==> config.mk <==
export PLATFORM = sky130hd
export DESIGN_NAME = ssm_ctrl
export DESIGN_NICKNAME = d
export VERILOG_FILES = /design/src/hw/rtl/ssm_pkg.sv /design/src/hw/rtl/ssm_ctrl.sv
export SDC_FILE = /design/constraint.sdc
export NUM_CORES = 1
export LEC_CHECK = 0
export BUFFER_PORTS_ARGS = -buffer_cell sky130_fd_sc_hd__buf_4
export CORE_AREA = 2 2 39 41
export DETAILED_ROUTE_END_ITERATION = 8
export DIE_AREA = 0 0 41 43
export PLACE_DENSITY_LB_ADDON = 0.15
export SYNTH_ARGS = -nofsm -noshare
export SYNTH_HDL_FRONTEND = slang
export SYNTH_SLANG_ARGS = --single-unit
export TNS_END_PERCENT = 1
==> constraint.sdc <==
create_clock -name clk_i -period 2.6 [get_ports clk_i]
set_input_delay 0.39 -clock clk_i [delete_from_list [all_inputs] [get_ports clk_i]]
set_output_delay 0.39 -clock clk_i [all_outputs]
set_load 0.02 [all_outputs]
==> src/hw/rtl/ssm_pkg.sv <==
// ----------------------------------------------------------------------------
// ssm_pkg
// Shared types and constants of the sound slot mixer: item kinds, status
// codes, controller states and the command/status groups between modules.
// ----------------------------------------------------------------------------
package ssm_pkg;

  // pcm limits
  localparam logic signed [15:0] PCM_MAX = 16'sh7fff;
  localparam logic signed [15:0] PCM_MIN = -16'sh8000;

  // field widths of one beat
  localparam int unsigned ACT_W    = 2;
  localparam int unsigned ADDR_W   = 16;
  localparam int unsigned SAMPLE_W = 16;
  localparam int unsigned START_W  = 16;
  localparam int unsigned LEN_W    = 17;
  localparam int unsigned STAT_W   = 2;
  localparam int unsigned CNT_W    = 3;

  // item kinds carried in tuser
  typedef enum logic [ACT_W-1:0] {
    ACT_LOAD  = 2'd0,
    ACT_QUEUE = 2'd1,
    ACT_TICK  = 2'd2,
    ACT_NONE  = 2'd3
  } action_e;

  // result status codes
  typedef enum logic [STAT_W-1:0] {
    STAT_OK      = 2'd0,
    STAT_NO_SLOT = 2'd1,
    STAT_EMPTY   = 2'd2
  } status_e;

  // controller states
  typedef enum logic [2:0] {
    S_IDLE,
    S_EXEC,
    S_READ,
    S_ACC,
    S_DONE
  } state_e;

  // controller to datapath
  typedef struct packed {
    logic capture;   // take the input beat
    logic exec;      // perform load / queue, start a tick
    logic rd;        // read the current voice sample
    logic acc;       // accumulate and advance the current voice
    logic out_load;  // fill the output register
  } cmd_t;

  // datapath to controller
  typedef struct packed {
    action_e action;
    logic    last_voice;
  } sts_t;

endpackage

==> src/hw/rtl/ssm_ctrl.sv <==
// ----------------------------------------------------------------------------
// ssm_ctrl
// Controller of the sound slot mixer: sequences one item at a time through
// execute, per-voice read/accumulate and result handoff.
// ----------------------------------------------------------------------------
module ssm_ctrl
  import ssm_pkg::*;
(
  input  logic clk_i,
  input  logic rst_ni,
  input  logic in_valid_i,
  output logic in_ready_o,
  output logic out_valid_o,
  input  logic out_ready_i,
  input  sts_t sts_i,
  output cmd_t cmd_o
);

  state_e state_q, state_d;
  logic   out_valid_q, out_valid_d;

  // next state
  always_comb begin
    state_d = state_q;
    case (state_q)
      S_IDLE: begin
        if (in_valid_i) state_d = S_EXEC;
      end
      S_EXEC: begin
        state_d = (sts_i.action == ACT_TICK) ? S_READ : S_DONE;
      end
      S_READ: begin
        state_d = S_ACC;
      end
      S_ACC: begin
        state_d = sts_i.last_voice ? S_DONE : S_READ;
      end
      S_DONE: begin
        if (!out_valid_q || out_ready_i) state_d = S_IDLE;
      end
      default: begin
        state_d = S_IDLE;
      end
    endcase
  end

  // command outputs
  always_comb begin
    cmd_o      = '0;
    in_ready_o = 1'b0;
    case (state_q)
      S_IDLE: begin
        in_ready_o    = 1'b1;
        cmd_o.capture = in_valid_i;
      end
      S_EXEC: begin
        cmd_o.exec = 1'b1;
      end
      S_READ: begin
        cmd_o.rd = 1'b1;
      end
      S_ACC: begin
        cmd_o.acc = 1'b1;
      end
      S_DONE: begin
        cmd_o.out_load = !out_valid_q || out_ready_i;
      end
      default: begin
        cmd_o = '0;
      end
    endcase
  end

  // output register valid flag
  always_comb begin
    out_valid_d = out_valid_q;
    if (cmd_o.out_load) begin
      out_valid_d = 1'b1;
    end else if (out_ready_i) begin
      out_valid_d = 1'b0;
    end
  end

  always_ff @(posedge clk_i or negedge rst_ni) begin
    if (!rst_ni) begin
      state_q     <= S_IDLE;
      out_valid_q <= 1'b0;
    end else begin
      state_q     <= state_d;
      out_valid_q <= out_valid_d;
    end
  end

  assign out_valid_o = out_valid_q;

endmodule

# After elaboration in Yosys (flattened, before gate mapping)
# Index checks and enable logic that the tools add are counted.
[word_totals]
regBits = 4
word_cells = 27
output_inout_bits = 7
input_bits = 7
[op_classes]
n_reduce_logical = 5
mux = 13
n_eq_ne = 7
[ops]
columns = ["op", "n"]
rows = [
  ["$pmux 3 s5", 1],
  ["$mux 3", 4],
  ["$mux 1", 8],
  ["$eq 3x2->1 const B", 2],
  ["$ne 2x2->1 const B", 2],
  ["$eq 3x1->1 const B", 1],
  ["$eq 3x3->1 const B", 1],
  ["$logic_not 3->1", 1],
  ["$eq 2x2->1 const B", 1],
  ["$reduce_and 2->1", 1],
  ["$reduce_bool 2->1", 1],
  ["$logic_not 1->1", 1],
  ["$logic_or 1x1->1", 1],
]

# Depth between registers and ports, before layout
[depth]
word_depth = 4
depth_mapped = 4
ltp_nobuf = 2

# Worst setup path after synthesis
# No wires, ideal clock.
[synth_timing]
path_kind = "reg2out"
start = "register state_q[1]"
end = "output port cmd_o[4] in the netlist's numbering"
path_slack_ns = 0.875
path_stages_with_launch = 4
required_time_ns = 2.210
arrival_time_ns = 1.335
n_path_buf = 1
path_cell_list = "dfrtp_1 -> buf_6 -> nor3_1 -> and2_1"
[synth_lines]
columns = ["item", "line", "text"]
rows = [
  ["from (decl)", "ssm_ctrl.sv:19", "state_e state_q, state_d;"],
  ["from (signal assigned)", "ssm_ctrl.sv:89", "state_q <= state_d;"],
  ["to (decl)", "ssm_ctrl.sv:16", "output cmd_t cmd_o"],
]

==> results.sh <==
export IMPL_layout_setup_ws_ns=0.834
export IMPL_rsz0062_at_grt="no"
export IMPL_skew_ns=0.000583
export IMPL_crit_chain="or3b_4 > nor2b_1 > buf_4"
export IMPL_place_ws_ns=1.07
export IMPL_worstSetupStartpointType="flip-flop"
export IMPL_status="completed"
export IMPL_synth_area_per_cell_sq_um=9.61
export IMPL_ir_drop_uv=392
export IMPL_timing_fmax_mhz=566
export IMPL_drv_slew=0
export IMPL_min_period_ns=1.77
export IMPL_drt_iter0_drc=0
export IMPL_multiInputGateArea_sq_um=118
export IMPL_clock_path_buffers=2
export IMPL_regArea_sq_um=100
export IMPL_gp_congestion=0.692
export IMPL_min_path_type="in2reg"
export IMPL_cts_sinks=4
export IMPL_synth_area_sq_um=240
export IMPL_yosys_top_cells_count="dfrtp_1, nor2_1, nor3_1"
export IMPL_slowest_stage="dfrtp_1"
export IMPL_yosysTopAreaCell="dfrtp_1"
export IMPL_drive_gt1_share_pct=45.0
export IMPL_syn_inst=25
export IMPL_fillCellCount=148
export IMPL_cts_tree="built"
export IMPL_cts_root_buf="clkbuf_4"
export IMPL_finalSetupViolations=0
export IMPL_wl_per_cell_um=9.77
export IMPL_grt_max_degree=10
export IMPL_clk_pin_slew_ns=0.04
export IMPL_setup_tns_ns=0
export IMPL_drt_pass1_iter_count=1
export IMPL_synth_nets=32
export IMPL_critPathMaxFanout=9
export IMPL_synth_seq_cells=4
export IMPL_leakagePower_nw=0.180
export IMPL_synth_top_area_share_pct=41.7
export IMPL_antennaDiodeCount=0
export IMPL_die_x_um=41
export IMPL_syn_to_final_growth_pct=54.7
export IMPL_grt_pass1_wl_um=931
export IMPL_grt_pass1_vias=234
export IMPL_io_pins=14
export IMPL_slew_headroom_pct=84.1
export IMPL_grtUsageTotal_pct=7.86
export IMPL_cts_buffers=3
export IMPL_die_area_sq_mm=0.00176
export IMPL_initial_core_util_pct=17.4
export IMPL_post_cts_resized=0
export IMPL_h_tree_depth=1
export IMPL_slowest_delay_ns=0.44
export IMPL_dpl_hpwl_um=439
export IMPL_synth_edf_count=0
export IMPL_path_class="reg2out"
export IMPL_die_y_um=43
export IMPL_async_flop_share_pct=100
export IMPL_seq_area_frac_synth_pct=41.7
export IMPL_max_cap_violations=0
export IMPL_overflow=0
export IMPL_cp_num_buf_inv=1
export IMPL_final_nets=49
export IMPL_tightest_slew_ns=0.238
export IMPL_yosysMostFrequentCell="dfrtp_1"
export IMPL_hold_viol=0
export IMPL_synth_distinct_cells=17
export IMPL_portBuffers=13
export IMPL_critPathRequiredTime_ns=2.21
export IMPL_critPathArrivalTime_ns=1.38
export IMPL_synthTopCellsByArea="dfrtp_1, nor3_1, nand2b_1"
export IMPL_rows=14
export IMPL_yosysWarningCount=0
export IMPL_ant_nets=0
export IMPL_worst_setup_path_end_kind="output pin"
export IMPL_cellPowerDensity_mw_per_mm2=1130
export IMPL_vias=221
export IMPL_synthFlopType="dfrtp_1"
export IMPL_crit_family="simple AND/OR/NAND/NOR gates"
export IMPL_remaining_drc_errors=0
export IMPL_period_share_pct=67.9
export IMPL_antenna_found_initial=0
export IMPL_core_area_sq_mm=0.00138
export IMPL_routed_via_density=3.95
export IMPL_clock_latency_ns=0.23
export IMPL_drt_wl_total_um=547
flip-flops by register name, summed over array words and instances (netlist names):
| register | count |
|---|---|
| out_valid_o | 1 |
| state_q | 3 |
report_power, final:
group          switching [mW]  leakage (nW)  internal, mW
Combinational           0.113         0.114         0.108
Sequential             0.0361        0.0522        0.0881
Clock                  0.0238        0.0138        0.0515
path summary, 6_finish.rpt:
kind / start / endpoint / slack [ns] / depth (start not counted)
max: state_q[1] / cmd_o[0] / 0.83 / 3
min: in_valid_i / state_q[0] / 0.45 / 3
max reg2reg: state_q[1] / state_q[2] / 1.49 / 2
min reg2reg: state_q[2] / state_q[1] / 0.53 / 1
max in group asynchronous: rst_ni / state_q[1] / 2.01 / 2
min in group asynchronous: rst_ni / state_q[0] / 0.49 / 2
metal layers:
| layer | up-vias | wire, um | share of wire (%) | global-route usage [%] |
|---|---|---|---|---|
| met2 | 9 | 255 | 47 | 10.0 |
| met1 | 97 | 237 | 43 | 10.7 |
| met3 | 0 | 55 | 10 | 2.09 |
| met4 | 0 | 0 | 0 | 6.00 |
| met5 | - | 0 | 0 | 0 |
| li1 | 115 | - | - | - |
timing repair:
item | 4_1_cts | 5_1_grt
endpoints found under the hold margin | 4 | 0
hold buffers | 1 | 0
setup buffers | 0 | 0
logic make-up (layout without fill, tap and decap cells):
group | count (synthesis) | after routing | synth area share (%)
buffers and inverters | 3 | 18 | 9.37
AND/OR/NAND/NOR | 15 | 15 | 39.1
flip-flops | 4 | 4 | 41.7
AO/OA/AOI/OAI | 3 | 3 | 9.89
final cells by class:
type	count	share of cell area [%]
tap	16	5.39
clock buffer	3	6.06
inverter	1	1.01
sequential	4	26.9
multi-input combinational	18	31.6
timing repair buffer	14	29.0
worst reg2reg max path: stages (launching register included):
cell and delay [ns]:
dfrtp_1 0.44, or3b_4 0.44, o32ai_1 0.13
per-stage QoR:
stage               util, %  cells  power [mW]  hold slack, ns  area [sq um]
finish                 26.9     56       0.421           0.455           372
CTS                    26.9     56       0.431           0.456           372
global placement       24.5     52       0.348           0.189           339
global route           26.9     56       0.451           0.474           372
floorplan                 -     25       0.271          0.0944           240
detailed placement     24.5     52       0.350           0.186           339
cells in the final DEF (no fill, tap or decap), types with 2 or more instances in the layout:
cell / instances
buf_4: 13
clkbuf_4: 3
nor2_1: 3
dfrtp_1: 4
nand2b_1: 2
nor3_1: 3
No activity file was read; power rests on OpenSTA's default activity.
